### src/pces_pkg.sv
// ----------------------------------------------------------------------------
// PCI config enumeration package
// Shared types and constants for the bus walk controller and its datapath.
// ----------------------------------------------------------------------------
`default_nettype none
package pces_pkg;

  localparam logic [5:0]  BAR_FIRST = 6'h10;
  localparam logic [11:0] OFF_CMD   = 12'h004;
  localparam logic [11:0] OFF_HDR   = 12'h00C;
  localparam logic [31:0] ALL_ONES  = 32'hFFFF_FFFF;
  localparam logic [31:0] IO_MASK   = 32'hFFFF_FFFC;
  localparam logic [31:0] MEM_MASK  = 32'hFFFF_FFF0;
  localparam logic [15:0] VID_NONE  = 16'hFFFF;
  localparam logic [31:0] CMD_ENABLES = 32'h0000_0006;
  localparam logic [63:0] ALLOC_RESET = 64'h0000_0000_8000_0000;

  localparam logic [1:0] REG_SCAN_BUS   = 2'd0;
  localparam logic [1:0] REG_ECAM_BASE  = 2'd1;
  localparam logic [1:0] REG_ALLOC_BASE = 2'd2;

  typedef enum logic [4:0] {
    PH_IDLE, PH_DEV_VID, PH_DEV_HDR, PH_FN_VID, PH_BAR_READ, PH_PR_ORIG,
    PH_IO_SET, PH_IO_READ, PH_IO_REST, PH_M32_SET, PH_M32_READ, PH_M32_REST,
    PH_M64_HI, PH_M64_SETLO, PH_M64_SETHI, PH_M64_READLO, PH_M64_READHI,
    PH_M64_RESTLO, PH_M64_RESTHI, PH_AS_READ, PH_AS_WLO, PH_AS_TYPE,
    PH_AS_WHI, PH_CMD_READ, PH_CMD_WRITE
  } phase_t;

  typedef enum logic [1:0] {
    KIND_READ   = 2'd0,
    KIND_WRITE  = 2'd1,
    KIND_FINISH = 2'd2
  } access_kind_t;

  typedef enum logic [2:0] {
    OSEL_ZERO, OSEL_HDR, OSEL_CMD, OSEL_BAR, OSEL_BAR4
  } off_sel_t;

  typedef enum logic [2:0] {
    WSEL_ZERO, WSEL_ONES, WSEL_SAVED_LO, WSEL_SAVED_HI, WSEL_ALIGN_LO,
    WSEL_ALIGN_HI, WSEL_CMD_OR
  } wsel_t;

  typedef struct packed {
    logic         start;
    logic         dev_next;
    logic         fn_next;
    logic         fn_clear;
    logic         mf_load;
    logic         bar_first;
    logic         bar_adv;
    logic         bar_step8;
    logic         save_low;
    logic         save_high;
    logic         size_io;
    logic         size_m32;
    logic         size_m64lo;
    logic         size_m64hi;
    logic         ptr_commit;
    logic         emit;
    logic         finish;
    access_kind_t kind;
    off_sel_t     osel;
    wsel_t        wsel;
  } cmd_t;

  typedef struct packed {
    logic vid_absent;
    logic data_zero;
    logic data_io;
    logic data_m64;
    logic hdr_multi;
    logic last_dev;
    logic last_fn;
    logic end4;
    logic end_saved;
    logic step8;
    logic size_nz;
  } stat_t;

endpackage
`default_nettype wire

### src/pces_ctrl.sv
// ----------------------------------------------------------------------------
// PCI config enumeration controller
// Phase machine that turns each completion word into datapath commands.
// ----------------------------------------------------------------------------
`default_nettype none
module pces_ctrl (
  input  wire logic           clk,
  input  wire logic           rst,
  input  wire logic           act,
  input  wire logic           operation,
  input  wire pces_pkg::stat_t st,
  output pces_pkg::cmd_t      cmd
);
  import pces_pkg::*;

  phase_t phase, phase_next;

  always_ff @(posedge clk) begin
    if (rst) begin
      phase <= PH_IDLE;
    end else if (act) begin
      phase <= phase_next;
    end
  end

  always_comb begin
    logic adv4, advs, probe_done, commit, nfn, ndev, aend;
    cmd = '0;
    cmd.kind = KIND_READ;
    cmd.osel = OSEL_ZERO;
    cmd.wsel = WSEL_ZERO;
    phase_next = phase;
    adv4 = 1'b0;
    advs = 1'b0;
    probe_done = 1'b0;
    commit = 1'b0;
    nfn = 1'b0;
    ndev = 1'b0;
    aend = 1'b0;
    if (!operation) begin
      cmd.start = 1'b1;
      cmd.emit = 1'b1;
      phase_next = PH_DEV_VID;
    end else begin
      cmd.emit = 1'b1;
      case (phase)
        PH_DEV_VID: begin
          if (st.vid_absent) begin
            cmd.emit = 1'b0;
            ndev = 1'b1;
          end else begin
            cmd.osel = OSEL_HDR;
            phase_next = PH_DEV_HDR;
          end
        end
        PH_DEV_HDR: begin
          cmd.mf_load = 1'b1;
          cmd.fn_clear = 1'b1;
          phase_next = PH_FN_VID;
        end
        PH_FN_VID: begin
          if (st.vid_absent) begin
            cmd.emit = 1'b0;
            nfn = 1'b1;
          end else begin
            cmd.bar_first = 1'b1;
            cmd.osel = OSEL_BAR;
            phase_next = PH_BAR_READ;
          end
        end
        PH_BAR_READ: begin
          if (st.data_zero) begin
            cmd.emit = 1'b0;
            adv4 = 1'b1;
          end else begin
            cmd.osel = OSEL_BAR;
            phase_next = PH_PR_ORIG;
          end
        end
        PH_PR_ORIG: begin
          cmd.save_low = 1'b1;
          if (st.data_io) begin
            cmd.kind = KIND_WRITE;
            cmd.osel = OSEL_BAR;
            cmd.wsel = WSEL_ONES;
            phase_next = PH_IO_SET;
          end else if (st.data_m64) begin
            cmd.osel = OSEL_BAR4;
            phase_next = PH_M64_HI;
          end else begin
            cmd.kind = KIND_WRITE;
            cmd.osel = OSEL_BAR;
            cmd.wsel = WSEL_ONES;
            phase_next = PH_M32_SET;
          end
        end
        PH_IO_SET: begin
          cmd.osel = OSEL_BAR;
          phase_next = PH_IO_READ;
        end
        PH_IO_READ: begin
          cmd.size_io = 1'b1;
          cmd.kind = KIND_WRITE;
          cmd.osel = OSEL_BAR;
          cmd.wsel = WSEL_SAVED_LO;
          phase_next = PH_IO_REST;
        end
        PH_M32_SET: begin
          cmd.osel = OSEL_BAR;
          phase_next = PH_M32_READ;
        end
        PH_M32_READ: begin
          cmd.size_m32 = 1'b1;
          cmd.kind = KIND_WRITE;
          cmd.osel = OSEL_BAR;
          cmd.wsel = WSEL_SAVED_LO;
          phase_next = PH_M32_REST;
        end
        PH_IO_REST, PH_M32_REST, PH_M64_RESTHI: begin
          cmd.emit = 1'b0;
          probe_done = 1'b1;
        end
        PH_M64_HI: begin
          cmd.save_high = 1'b1;
          cmd.kind = KIND_WRITE;
          cmd.osel = OSEL_BAR;
          cmd.wsel = WSEL_ONES;
          phase_next = PH_M64_SETLO;
        end
        PH_M64_SETLO: begin
          cmd.kind = KIND_WRITE;
          cmd.osel = OSEL_BAR4;
          cmd.wsel = WSEL_ONES;
          phase_next = PH_M64_SETHI;
        end
        PH_M64_SETHI: begin
          cmd.osel = OSEL_BAR;
          phase_next = PH_M64_READLO;
        end
        PH_M64_READLO: begin
          cmd.size_m64lo = 1'b1;
          cmd.osel = OSEL_BAR4;
          phase_next = PH_M64_READHI;
        end
        PH_M64_READHI: begin
          cmd.size_m64hi = 1'b1;
          cmd.kind = KIND_WRITE;
          cmd.osel = OSEL_BAR;
          cmd.wsel = WSEL_SAVED_LO;
          phase_next = PH_M64_RESTLO;
        end
        PH_M64_RESTLO: begin
          cmd.kind = KIND_WRITE;
          cmd.osel = OSEL_BAR4;
          cmd.wsel = WSEL_SAVED_HI;
          phase_next = PH_M64_RESTHI;
        end
        PH_AS_READ: begin
          if (st.data_io) begin
            cmd.emit = 1'b0;
            advs = 1'b1;
          end else begin
            cmd.kind = KIND_WRITE;
            cmd.osel = OSEL_BAR;
            cmd.wsel = WSEL_ALIGN_LO;
            phase_next = PH_AS_WLO;
          end
        end
        PH_AS_WLO: begin
          cmd.osel = OSEL_BAR;
          phase_next = PH_AS_TYPE;
        end
        PH_AS_TYPE: begin
          if (st.data_m64) begin
            cmd.kind = KIND_WRITE;
            cmd.osel = OSEL_BAR4;
            cmd.wsel = WSEL_ALIGN_HI;
            phase_next = PH_AS_WHI;
          end else begin
            cmd.emit = 1'b0;
            commit = 1'b1;
          end
        end
        PH_AS_WHI: begin
          cmd.emit = 1'b0;
          commit = 1'b1;
        end
        PH_CMD_READ: begin
          cmd.kind = KIND_WRITE;
          cmd.osel = OSEL_CMD;
          cmd.wsel = WSEL_CMD_OR;
          phase_next = PH_CMD_WRITE;
        end
        PH_CMD_WRITE: begin
          cmd.emit = 1'b0;
          nfn = 1'b1;
        end
        default: begin
          cmd.emit = 1'b0;
          phase_next = PH_IDLE;
        end
      endcase

      // Shared tails of the walk: probe done, allocation, BAR step, next
      // function and next device, resolved in that order.
      if (probe_done) begin
        if (st.size_nz) begin
          cmd.emit = 1'b1;
          cmd.osel = OSEL_BAR;
          phase_next = PH_AS_READ;
        end else begin
          advs = 1'b1;
        end
      end
      if (commit) begin
        cmd.ptr_commit = 1'b1;
        advs = 1'b1;
      end
      if (adv4 || advs) begin
        aend = adv4 ? st.end4 : st.end_saved;
        cmd.emit = 1'b1;
        if (aend) begin
          cmd.osel = OSEL_CMD;
          phase_next = PH_CMD_READ;
        end else begin
          cmd.bar_adv = 1'b1;
          cmd.bar_step8 = advs && st.step8;
          cmd.osel = OSEL_BAR;
          phase_next = PH_BAR_READ;
        end
      end
      if (nfn) begin
        if (st.last_fn) begin
          ndev = 1'b1;
        end else begin
          cmd.fn_next = 1'b1;
          cmd.emit = 1'b1;
          phase_next = PH_FN_VID;
        end
      end
      if (ndev) begin
        if (st.last_dev) begin
          cmd.finish = 1'b1;
          phase_next = PH_IDLE;
        end else begin
          cmd.dev_next = 1'b1;
          cmd.emit = 1'b1;
          phase_next = PH_DEV_VID;
        end
      end
    end
    if (!act) begin
      cmd.start = 1'b0;
      cmd.dev_next = 1'b0;
      cmd.fn_next = 1'b0;
      cmd.fn_clear = 1'b0;
      cmd.mf_load = 1'b0;
      cmd.bar_first = 1'b0;
      cmd.bar_adv = 1'b0;
      cmd.save_low = 1'b0;
      cmd.save_high = 1'b0;
      cmd.size_io = 1'b0;
      cmd.size_m32 = 1'b0;
      cmd.size_m64lo = 1'b0;
      cmd.size_m64hi = 1'b0;
      cmd.ptr_commit = 1'b0;
      cmd.emit = 1'b0;
      cmd.finish = 1'b0;
    end
  end

endmodule
`default_nettype wire

### src/pces_dpath.sv
// ----------------------------------------------------------------------------
// PCI config enumeration datapath
// Counters, BAR probe registers, allocation pointer, config registers and
// the output word register.
// ----------------------------------------------------------------------------
`default_nettype none
module pces_dpath #(
  parameter int DEVICES_PER_BUS      = 32,
  parameter int FUNCTIONS_PER_DEVICE = 8,
  parameter int BARS_PER_FUNCTION    = 6
) (
  input  wire logic           clk,
  input  wire logic           rst,
  input  wire logic           cfg_we,
  input  wire logic [1:0]     cfg_index,
  input  wire logic [63:0]    cfg_data,
  input  wire logic [31:0]    read_data,
  input  wire pces_pkg::cmd_t cmd,
  output pces_pkg::stat_t     st,
  input  wire logic           out_stall,
  output logic                out_valid,
  output logic [1:0]          access_kind,
  output logic [63:0]         access_address,
  output logic [31:0]         write_data,
  output logic [63:0]         next_free_address
);
  import pces_pkg::*;

  localparam logic [6:0] BAR_LIMIT = 7'(16 + 4 * BARS_PER_FUNCTION);
  localparam logic [5:0] DEV_LIMIT = 6'(DEVICES_PER_BUS);
  localparam logic [3:0] FN_LIMIT  = 4'(FUNCTIONS_PER_DEVICE);

  logic [7:0]  scan_bus;
  logic [63:0] window_base;
  logic [63:0] alloc_start;
  logic [4:0]  dev;
  logic [2:0]  fn;
  logic        multi;
  logic [5:0]  bar;
  logic [31:0] saved_low, saved_high;
  logic [63:0] bar_size, size_mask, aligned, aligned_end, ptr;

  logic [4:0]  dev_next;
  logic [2:0]  fn_next;
  logic [5:0]  bar_next;
  logic [63:0] ptr_next;
  logic [11:0] off;
  logic [31:0] wdata;
  logic [6:0]  bar_plus4, bar_plus_s;
  logic [31:0] io_r, m32_r;

  assign st.vid_absent = read_data[15:0] == VID_NONE;
  assign st.data_zero  = read_data == 32'd0;
  assign st.data_io    = read_data[0];
  assign st.data_m64   = read_data[2:1] == 2'b10;
  assign st.hdr_multi  = read_data[23];
  assign st.last_dev   = ({1'b0, dev} + 6'd1) >= DEV_LIMIT;
  assign st.last_fn    = ({1'b0, fn} + 4'd1) >= (multi ? FN_LIMIT : 4'd1);
  assign st.step8      = !saved_low[0] && saved_low[2:1] == 2'b10;
  assign bar_plus4     = {1'b0, bar} + 7'd4;
  assign bar_plus_s    = {1'b0, bar} + (st.step8 ? 7'd8 : 7'd4);
  assign st.end4       = bar_plus4 >= BAR_LIMIT;
  assign st.end_saved  = bar_plus_s >= BAR_LIMIT;
  assign st.size_nz    = bar_size != 64'd0;

  assign io_r  = ~(read_data & IO_MASK) + 32'd1;
  assign m32_r = ~(read_data & MEM_MASK) + 32'd1;

  always_comb begin
    dev_next = dev;
    fn_next  = fn;
    bar_next = bar;
    ptr_next = ptr;
    if (cmd.start) begin
      dev_next = '0;
      fn_next  = '0;
      bar_next = BAR_FIRST;
      ptr_next = alloc_start;
    end
    if (cmd.dev_next) begin
      dev_next = dev + 5'd1;
      fn_next  = '0;
    end
    if (cmd.fn_next) fn_next = fn + 3'd1;
    if (cmd.fn_clear) fn_next = '0;
    if (cmd.bar_first) bar_next = BAR_FIRST;
    if (cmd.bar_adv) bar_next = cmd.bar_step8 ? bar_plus_s[5:0] : bar_plus4[5:0];
    if (cmd.ptr_commit) ptr_next = aligned_end;
    case (cmd.osel)
      OSEL_ZERO: off = 12'd0;
      OSEL_HDR:  off = OFF_HDR;
      OSEL_CMD:  off = OFF_CMD;
      OSEL_BAR:  off = {6'd0, bar_next};
      OSEL_BAR4: off = {5'd0, bar_plus4};
      default:   off = 12'd0;
    endcase
    case (cmd.wsel)
      WSEL_ONES:     wdata = ALL_ONES;
      WSEL_SAVED_LO: wdata = saved_low;
      WSEL_SAVED_HI: wdata = saved_high;
      WSEL_ALIGN_LO: wdata = aligned[31:0];
      WSEL_ALIGN_HI: wdata = aligned[63:32];
      WSEL_CMD_OR:   wdata = read_data | CMD_ENABLES;
      default:       wdata = 32'd0;
    endcase
  end

  always_ff @(posedge clk) begin
    if (rst) begin
      scan_bus    <= '0;
      window_base <= '0;
      alloc_start <= ALLOC_RESET;
      dev         <= '0;
      fn          <= '0;
      multi       <= 1'b0;
      bar         <= BAR_FIRST;
      saved_low   <= '0;
      saved_high  <= '0;
      bar_size    <= '0;
      ptr         <= ALLOC_RESET;
      out_valid   <= 1'b0;
    end else begin
      if (cfg_we) begin
        case (cfg_index)
          REG_SCAN_BUS:   scan_bus <= cfg_data[7:0];
          REG_ECAM_BASE:  window_base <= cfg_data;
          REG_ALLOC_BASE: alloc_start <= cfg_data;
          default: ;
        endcase
      end
      dev <= dev_next;
      fn  <= fn_next;
      bar <= bar_next;
      ptr <= ptr_next;
      if (cmd.start || cmd.dev_next) multi <= 1'b0;
      if (cmd.mf_load) multi <= st.hdr_multi;
      if (cmd.save_low) saved_low <= read_data;
      if (cmd.save_high) saved_high <= read_data;
      if (cmd.size_io) bar_size <= {32'd0, io_r};
      if (cmd.size_m32) bar_size <= {32'd0, m32_r};
      if (cmd.size_m64lo) bar_size <= {32'd0, read_data & MEM_MASK};
      if (cmd.size_m64hi) bar_size <= ~{read_data, bar_size[31:0]} + 64'd1;
      if (cmd.emit || cmd.finish) begin
        out_valid <= 1'b1;
      end else if (!out_stall) begin
        out_valid <= 1'b0;
      end
    end
  end

  // The alignment terms settle over the cycles between a size probe and
  // its use, since every access waits for its completion word.
  always_ff @(posedge clk) begin
    size_mask   <= bar_size - 64'd1;
    aligned     <= (ptr + size_mask) & ~size_mask;
    aligned_end <= aligned + bar_size;
    if (cmd.emit || cmd.finish) begin
      access_kind       <= cmd.finish ? KIND_FINISH : cmd.kind;
      access_address    <= cmd.finish ? 64'd0 :
                           window_base + {36'd0, scan_bus, dev_next, fn_next, off};
      write_data        <= (!cmd.finish && cmd.kind == KIND_WRITE) ? wdata : 32'd0;
      next_free_address <= ptr_next;
    end
  end

endmodule
`default_nettype wire

### src/pci_config_enumeration_sequencer.sv
// ----------------------------------------------------------------------------
// PCI config enumeration sequencer
// Walks one bus through ECAM accesses, sizing and assigning memory BARs.
// ----------------------------------------------------------------------------
// One input word is taken at a time: a start word or the completion of the
// access last issued. Each accepted word yields at most one output word in the
// cycle after, and the input stalls while that output word is held, so the
// pace is one access per round trip of the configuration bus and the output
// register handshake. There is no clearing pass after reset.
`default_nettype none
module pci_config_enumeration_sequencer #(
  parameter int DEVICES_PER_BUS      = 32,
  parameter int FUNCTIONS_PER_DEVICE = 8,
  parameter int BARS_PER_FUNCTION    = 6
) (
  input  wire logic        clk,
  input  wire logic        rst,
  input  wire logic        cfg_we,
  input  wire logic [1:0]  cfg_index,
  input  wire logic [63:0] cfg_data,
  input  wire logic        in_valid,
  output logic             in_stall,
  input  wire logic        operation,
  input  wire logic [31:0] read_data,
  output logic             out_valid,
  input  wire logic        out_stall,
  output logic [1:0]       access_kind,
  output logic [63:0]      access_address,
  output logic [31:0]      write_data,
  output logic [63:0]      next_free_address
);
  import pces_pkg::*;

  cmd_t  cmd;
  stat_t st;
  logic  act;

  assign in_stall = out_valid;
  assign act      = in_valid && !in_stall;

  pces_ctrl u_ctrl (
    .clk       (clk),
    .rst       (rst),
    .act       (act),
    .operation (operation),
    .st        (st),
    .cmd       (cmd)
  );

  pces_dpath #(
    .DEVICES_PER_BUS      (DEVICES_PER_BUS),
    .FUNCTIONS_PER_DEVICE (FUNCTIONS_PER_DEVICE),
    .BARS_PER_FUNCTION    (BARS_PER_FUNCTION)
  ) u_dpath (
    .clk               (clk),
    .rst               (rst),
    .cfg_we            (cfg_we),
    .cfg_index         (cfg_index),
    .cfg_data          (cfg_data),
    .read_data         (read_data),
    .cmd               (cmd),
    .st                (st),
    .out_stall         (out_stall),
    .out_valid         (out_valid),
    .access_kind       (access_kind),
    .access_address    (access_address),
    .write_data        (write_data),
    .next_free_address (next_free_address)
  );

endmodule
`default_nettype wire
### config.mk
export PLATFORM = sky130hd
export DESIGN_NAME = pci_config_enumeration_sequencer
export DESIGN_NICKNAME = d
export VERILOG_FILES = /design/src/pces_pkg.sv /design/src/pces_ctrl.sv /design/src/pces_dpath.sv /design/src/pci_config_enumeration_sequencer.sv
export SDC_FILE = /design/constraint.sdc
export NUM_CORES = 2
export LEC_CHECK = 0
export ABC_AREA = 1
export BUFFER_PORTS_ARGS = -buffer_cell sky130_fd_sc_hd__buf_4
export CAP_MARGIN = 10
export CORE_ASPECT_RATIO = 1.4
export CORE_UTILIZATION = 50
export DETAILED_ROUTE_END_ITERATION = 8
export PLACE_DENSITY = 0.79
export SLEW_MARGIN = 20
export SYNTH_ARGS = -nofsm -noshare
export SYNTH_HDL_FRONTEND = slang
export SYNTH_SLANG_ARGS = --single-unit
### constraint.sdc
create_clock -name clk -period 6.52 [get_ports clk]
set_clock_uncertainty 0.05 [all_clocks]
set_input_delay 0.652 -clock clk [delete_from_list [all_inputs] [get_ports clk]]
set_output_delay 0.652 -clock clk [all_outputs]
set_load 0.02 [all_outputs]
# Yosys cells after proc, flatten, opt, wreduce, memory -nomap -nowiden

Cells that the tools add are included.

Add/subtract/negate cells: 13
$lt $le $gt $ge: 4
Equality and inequality tests: 41
Multiplexer cells: 114
Bitwise gates (word level): 5
Reduce and logical (&&, ||, !) cells: 27

Operators by type and width:

| kind                                                | count |
|---|---|
| 2-to-1 mux 64 bit                                   | 6 |
| case mux 32 bit (6 select lines)                    | 1 |
| adder 64 bit                                        | 2 |
| inverter 64 bit                                     | 2 |
| case mux 5 bit (20 select lines)                    | 1 |
| 2-to-1 mux 5 bit                                    | 16 |
| adder 32 x 1 -> 32 bit (second input constant)      | 2 |
| adder 64 x 1 -> 64 bit (second input constant)      | 1 |
| adder 64 x 28 -> 64 bit                             | 1 |
| AND 64 bit                                          | 1 |
| inverter 32 bit                                     | 2 |
| nonzero test 64 bit                                 | 1 |
| subtractor 64 x 1 -> 64 bit (second input constant) | 1 |
| 2-to-1 mux 1 bit                                    | 55 |
| == test 5 bit (second input constant)               | 9 |
| == test 5 x 4 -> 1 bit (second input constant)      | 8 |
| logical NOT 32 bit                                  | 1 |
| 2-to-1 mux 7 bit                                    | 4 |
| case mux 7 bit (4 select lines)                     | 1 |
| 2-to-1 mux 3 bit                                    | 9 |
| case mux 3 bit (9 select lines)                     | 1 |
| 2-to-1 mux 6 bit                                    | 4 |
| case mux 3 bit (7 select lines)                     | 1 |
| == test 5 x 3 -> 1 bit (second input constant)      | 4 |
| other kinds (38)                                    | 70 |

Register bits: 703
Input bits: 104
Output and inout bits: 164
Logic and storage cells: 224

# Longest topological paths before layout

Depth in word-level cells: 19
Depth in mapped cells: 33
Depth with buffers taken out: 33

# By module

From an unflattened synthesis, not the netlist that was laid out.

Cell total of the unflattened synthesis: 6,566
Area total of the unflattened synthesis: 43,160.1 µm²

Modules (own cells, without submodules):

| module                           | times used | cells each | area an instance (µm²) | sequential area each (µm²) |
|---|---|---|---|---|
| pces_dpath                       | 1          | 6,340      | 42,017.8               | 15,554.9 |
| pces_ctrl                        | 1          | 223        | 1,124.8                | 100.1 |
| pci_config_enumeration_sequencer | 1          | 3          | 17.5                   | 0.0 |

# Worst setup path after synthesis

No wires, ideal clock.

Path type: input port to flip-flop
Start point: in read_data[4]
End point: reg u_dpath.access_address[0] (enable)
Setup time: 0.528 ns
Arrival: 5.355 ns
Required time: 5.942 ns
Path slack: 0.586 ns
Stages: 12
Path buffers: 0
Cells stage by stage: clkinv_1 ha_1 nand2_1 nor2_1 nand2_1 nor2_1 nand2_1 nand3_4 nor2_1 nand2_1 nand2_1 nand2_1

Word-level cells in the longest chain between the ends: 14
Elaborated cells on any way between the ends: 28
Those cells by class: eq/ne (1); mux (24); reduce/logical (3)

Ends and longest elaborated chain:

| element                                              | RTL line                                          | source |
|---|---|---|
| start: declaration                                   | pci_config_enumeration_sequencer.sv:24            | `input wire logic [31:0] read_data,` |
| logical NOT 32 bit or == test 16 bit (tied branches) | pces_dpath.sv:53, pces_dpath.sv:52                |  |
| 2-to-1 mux 1 bit, on equally long branches           | pces_ctrl.sv:72, pces_ctrl.sv:48, pces_ctrl.sv:62 |  |
| case mux 1 bit (5 select lines)                      | pces_ctrl.sv:46                                   | `case (phase)` |
| 2-to-1 mux 1 bit                                     | pces_ctrl.sv:40                                   | `if (!operation) begin` |
| 2-to-1 mux 1 bit                                     | pces_ctrl.sv:207                                  | `if (st.size_nz) begin` |
| 2-to-1 mux 1 bit                                     | pces_ctrl.sv:206                                  | `if (probe_done) begin` |
| 2-to-1 mux 1 bit                                     | pces_ctrl.sv:219                                  | `if (adv4 \|\| advs) begin` |
| 2-to-1 mux 1 bit                                     | pces_ctrl.sv:233                                  | `if (st.last_fn) begin` |
| 2-to-1 mux 1 bit                                     | pces_ctrl.sv:232                                  | `if (nfn) begin` |
| 2-to-1 mux 1 bit                                     | pces_ctrl.sv:242                                  | `if (st.last_dev) begin` |
| 2-to-1 mux 2 bit *                                   | pces_ctrl.sv:241                                  | `if (ndev) begin` |
| 2-to-1 mux 1 bit                                     | pces_ctrl.sv:40                                   |  |
| 2-to-1 mux 9 bit *                                   | pces_ctrl.sv:252                                  | `if (!act) begin` |
| logical OR 1 bit *                                   | pces_dpath.sv:157                                 | `if (cmd.emit \|\| cmd.finish) begin` |
| end signal: assignment                               | pces_dpath.sv:159                                 | `access_address <= cmd.finish ? 64'd0 :` |
| end: declaration                                     | pces_dpath.sv:23                                  | `output logic [63:0] access_address,` |

Mark *: on every way between the ends. The rest lies on a longest branch, timed or not. The select of a mux whose other input is x is not followed.
A chain may end at the register's enable or synchronous reset.

# Worst setup path after layout

Start point: reg u_dpath.saved_low[0]
End point: reg u_dpath.access_address[47], data pin

Word-level cells in the longest chain between the ends: 13
Elaborated cells on any way between the ends: 22
Those cells by class: add/sub (2); order compare (1); eq/ne (4); mux (12); reduce/logical (3)

Ends and longest elaborated chain:

| element                                              | RTL line                           | source |
|---|---|---|
| start: declaration                                   | pces_dpath.sv:40                   | `logic [31:0] saved_low, saved_high;` |
| start signal: assignment                             | pces_dpath.sv:137                  | `if (cmd.save_low) saved_low <= read_data;` |
| logical NOT 1 bit *                                  | pces_dpath.sv:59                   | `assign st.step8 = !saved_low[0] && saved_low[2:1] == 2'b10;` |
| logical AND 1 bit *                                  | pces_dpath.sv:59                   |  |
| 2-to-1 mux 4 bit                                     | pces_dpath.sv:61                   | `assign bar_plus_s = {1'b0, bar} + (st.step8 ? 7'd8 : 7'd4);` |
| adder 6 x 7 -> 7 bit                                 | pces_dpath.sv:61                   |  |
| >= comparator 7 x 6 -> 1 bit                         | pces_dpath.sv:63                   | `assign st.end_saved = bar_plus_s >= BAR_LIMIT;` |
| 2-to-1 mux 1 bit                                     | pces_ctrl.sv:220                   | `aend = adv4 ? st.end4 : st.end_saved;` |
| 2-to-1 mux 2 bit                                     | pces_ctrl.sv:222                   | `if (aend) begin` |
| 2-to-1 mux 2 bit                                     | pces_ctrl.sv:219                   |  |
| 2-to-1 mux 14 bit                                    | pces_ctrl.sv:40                    |  |
| 2-to-1 mux 6 bit or 2-to-1 mux 7 bit (tied branches) | pces_dpath.sv:87, pces_ctrl.sv:252 |  |
| 2-to-1 mux 6 bit                                     | pces_dpath.sv:87                   | `if (cmd.bar_adv) bar_next = cmd.bar_step8 ? bar_plus_s[5:0] : bar_plus4[5:0];` |
| case mux 7 bit (4 select lines) *                    | pces_dpath.sv:89                   | `case (cmd.osel)` |
| adder 64 x 28 -> 64 bit *                            | pces_dpath.sv:160                  | `window_base + {36'd0, scan_bus, dev_next, fn_next, off};` |

Mark *: on every way between the ends. The rest lies on a longest branch, timed or not.

==> results.py <==
metrics = {
    "run_status": {
        "status": "finished clean",
    },
    "sta": {
        "fin_crit_sh_pct": 80.12,
        "slew_headroom_pct": 14.37,
        "tightest_slew_ps": 1275,
        "max_freq_ghz": 0.1914,
        "hold_viol_final": 0,
        "grt_setup_unrepaired": "no",
        "setup_viol": 0,
        "tns_ps": 0,
        "worst_slack_ps": 1296,
        "layout_min_cycle_time_ps": 5224,
        "finalMaxSlewViolations": 0,
    },
    "logic_synthesis": {
        "seq_area_frac_synth_pct": 39.05,
        "synth_ff_type": "dfxtp_1",
        "synth_cells": 5707,
        "netlist.area_leader.share_pct": 26.92,
        "netlist_area_mm2": 0.04009,
        "synth-seq-cells": 701,
        "avgSynthCellArea_um2": 7.024,
        "async_flop_share_pct": 0,
        "yosys_warnings": 0,
        "ys_top_cells_by_area": "dfxtp_1, edfxtp_1, nand2_1",
        "yosysTopAreaCell": "dfxtp_1",
        "synth_cell_types": 60,
        "synth_nets": 5975,
        "synth_edf_count": 162,
    },
    "power_and_ir_drop": {
        "leakage_uw": 0.02142,
        "swShare_pct": 27.97,
        "power_frac_clock_pct": 42.4,
        "p_int_uw": 7349,
        "p_sw_uw": 2854,
        "p_per_area_mw_per_mm2": 223.8,
        "p_seq_share_pct": 45.6,
        "peakVddDrop_mv": 0.1946,
        "p_comb_share_pct": 12.1,
    },
    "setup_path": {
        "endpoint_kind": "register",
        "startpoint_type": "register",
        "crit_path_top_delay_cell": "a21boi_1",
        "path_class": "register to register",
        "worst-path-max-fanout": 7,
        "cpMostUsedCell": "nand2_1",
        "r2r_cells": 29,
        "r2r-start": "u_dpath.saved_low[0]",
        "timing.rr.end": "u_dpath.access_address[47]",
        "reg2reg_slack_ps": 1300,
        "cp.required_ps": 6860,
        "cp.arrival_ps": 5560,
        "critPathMaxStageDelay_ps": 510,
    },
    "die": {
        "die_area_mm2": 0.08133,
        "pin_count": 268,
        "initial_utilization_pct": 50.60,
        "rows": 122,
        "die_h_um": 337.0,
        "die_w_um": 241.3,
        "coreArea_mm2": 0.07922,
    },
    "global_route": {
        "grt_pass1_wl_mm": 272.8,
        "antenna_found_initial": 26,
        "grt_pass1_vias": 40430,
        "grt_max_degree": 141,
        "grt_overflow": 0,
        "grt_use_total_pct": 47.49,
    },
    "cells_and_area": {
        "layout.nets": 6198,
        "layout.cells.most_common": "nand2_1",
        "drive_gt1_share_pct": 8.702,
        "syn2layout_area_growth_pct": 13.74,
        "final_cell_mix": "nand2_1, nor2_1, inv_1",
    },
    "clock_tree": {
        "post_cts_buffers": 0,
        "cts_resized": 0,
        "clock_latency_ps": 660,
        "cts_tree": "yes",
        "hold_buffers": 0,
        "cts-root-buf": "clkbuf_16",
        "htree_num_levels": 3,
        "cts_buffer_depth": 3,
        "cts_sinks": 701,
        "cts_buffers": 73,
        "path_clk_slew_ps": 60,
    },
    "hold_path": {
        "hold-path-cell-count": 3,
        "hold_end": "u_dpath.window_base[19]",
        "hold_class": "input pin to register",
        "min-delay-start": "cfg_data[19]",
    },
    "drt": {
        "routed_via_density": 6.107,
        "wl_per_cell_um": 27.46,
        "dr.pass1.iters": 8,
        "drcViolationCount": 0,
        "vias": 43110,
        "drt_first_iter_violations": 4784,
        "ant_nets": 0,
        "routed_wirelength_mm": 193.9,
    },
    "place": {
        "place.gp.congestion": 1.129,
        "dp_hpwl_mm": 151.7,
        "place_ws_ps": 1066,
        "numPortBuffers": 267,
    },
    "run": {
        "max_cap_violations": 0,
    },
}
## state kept, by name (all words and copies together), names as in the netlist, 5 cells and up
| name | flops |
|---|---|
| u_dpath.bar | 6 |
| u_dpath.aligned | 64 |
| u_dpath.write_data | 32 |
| u_dpath.size_mask | 63 |
| u_dpath.alloc_start | 64 |
| u_dpath.saved_high | 32 |
| u_dpath.dev | 5 |
| u_dpath.aligned_end | 64 |
| u_ctrl.phase | 5 |
| u_dpath.access_address | 64 |
| u_dpath.ptr | 64 |
| u_dpath.next_free_address | 64 |
| u_dpath.window_base | 64 |
| u_dpath.saved_low | 32 |
| u_dpath.bar_size | 63 |
| u_dpath.scan_bus | 8 |
## power groups by stage
stage          Clock (µW)  Sequential, µW  Combinational [µW]
2_1_floorplan           0            4810                 596
3_3_place_gp            0            4740                1170
3_5_place_dp            0            4740                1180
4_1_cts              4310            4640                1190
5_1_grt              4470            4650                1300
6_report             4320            4650                1230
## synthesized netlist by cell type (all sizes together), types with 92 or more instances
cell       n
nand2   1068
nor2     849
inv      721
a21oi    589
dfxtp    539
o21ai    526
nand3    280
edfxtp   162
ha       161
clkbuf   117
xor2     102
nand4     92
nor3      92
## kinds of logic (layout without fill, tap and decap cells)
| logic type | after synthesis | in the layout | synth area share [%] |
|---|---|---|---|
| AO/OA/AOI/OAI | 1374 | 1374 | 18.74 |
| XOR/XNOR | 143 | 143 | 3.124 |
| adder cells (fa/ha/maj) | 164 | 164 | 5.175 |
| buffers and inverters | 879 | 1159 | 8.362 |
| flip-flops | 701 | 701 | 39.05 |
| other | 1 | 19 | 0.009355 |
| AND/OR/NAND/NOR | 2445 | 2445 | 25.53 |
## worst max-delay path by stage
stage | slack (ps) | from | depth (start not counted) | endpoint
6_report | 1300 | u_dpath.saved_low[0] | 29 | u_dpath.access_address[47]
3_3_place_gp | 1260 | read_data[5] | 29 | u_dpath.access_address[47]
5_1_grt | 1020 | u_dpath.saved_low[0] | 31 | u_dpath.access_address[55]
3_5_place_dp | 1070 | read_data[5] | 27 | u_dpath.access_address[55]
4_1_cts | 1490 | u_dpath.saved_low[0] | 29 | u_dpath.access_address[55]
2_1_floorplan | 590 | read_data[4] | 12 | u_dpath.access_address[0]
## layout make-up
type | count | area [µm²]
Clock inverter | 26 | 205.2
Fill cell | 7598 | 33630
Antenna cell | 18 | 45.04
Multi-Input combinational cell | 4127 | 21130
Tap cell | 1054 | 1319
Clock buffer | 106 | 2218
Inverter | 724 | 2723
Timing Repair Buffer | 303 | 2303
Sequential cell | 701 | 15660
## worst max-delay path: cells and delay by family, from the launching register on
kind | cells | cell delay [ps]
adder cells (fa/ha/maj) | 3 | 1100
AO/OA/AOI/OAI | 3 | 830
buffers and inverters | 4 | 420
flip-flops | 1 | 320
AND/OR/NAND/NOR | 19 | 2220
## per-layer routing
metal	part of all wire (%)	vias to the layer above	track usage [%]
met1	34	19910	50.96
met5	0.095	-	0.3030
met3	10	930	14.75
met2	44	2782	73.67
met4	11	20	45.14
li1	-	19470	-
## metrics by stage
step           power (µW)  util (%)  hold slack [ps]  std cells  cell area [µm²]
6_report            10200     57.55            224.7       7059            45590
5_1_grt             10430     57.49            229.6       7041            45550
4_1_cts             10140     57.47            207.7       7040            45530
3_5_place_dp         5921     54.41            345.0       6908            43110
3_3_place_gp         5912     54.41            347.3       6908            43110
2_1_floorplan        5402         -            281.1       5707            40090
No activity file was read; power rests on OpenSTA's default activity.
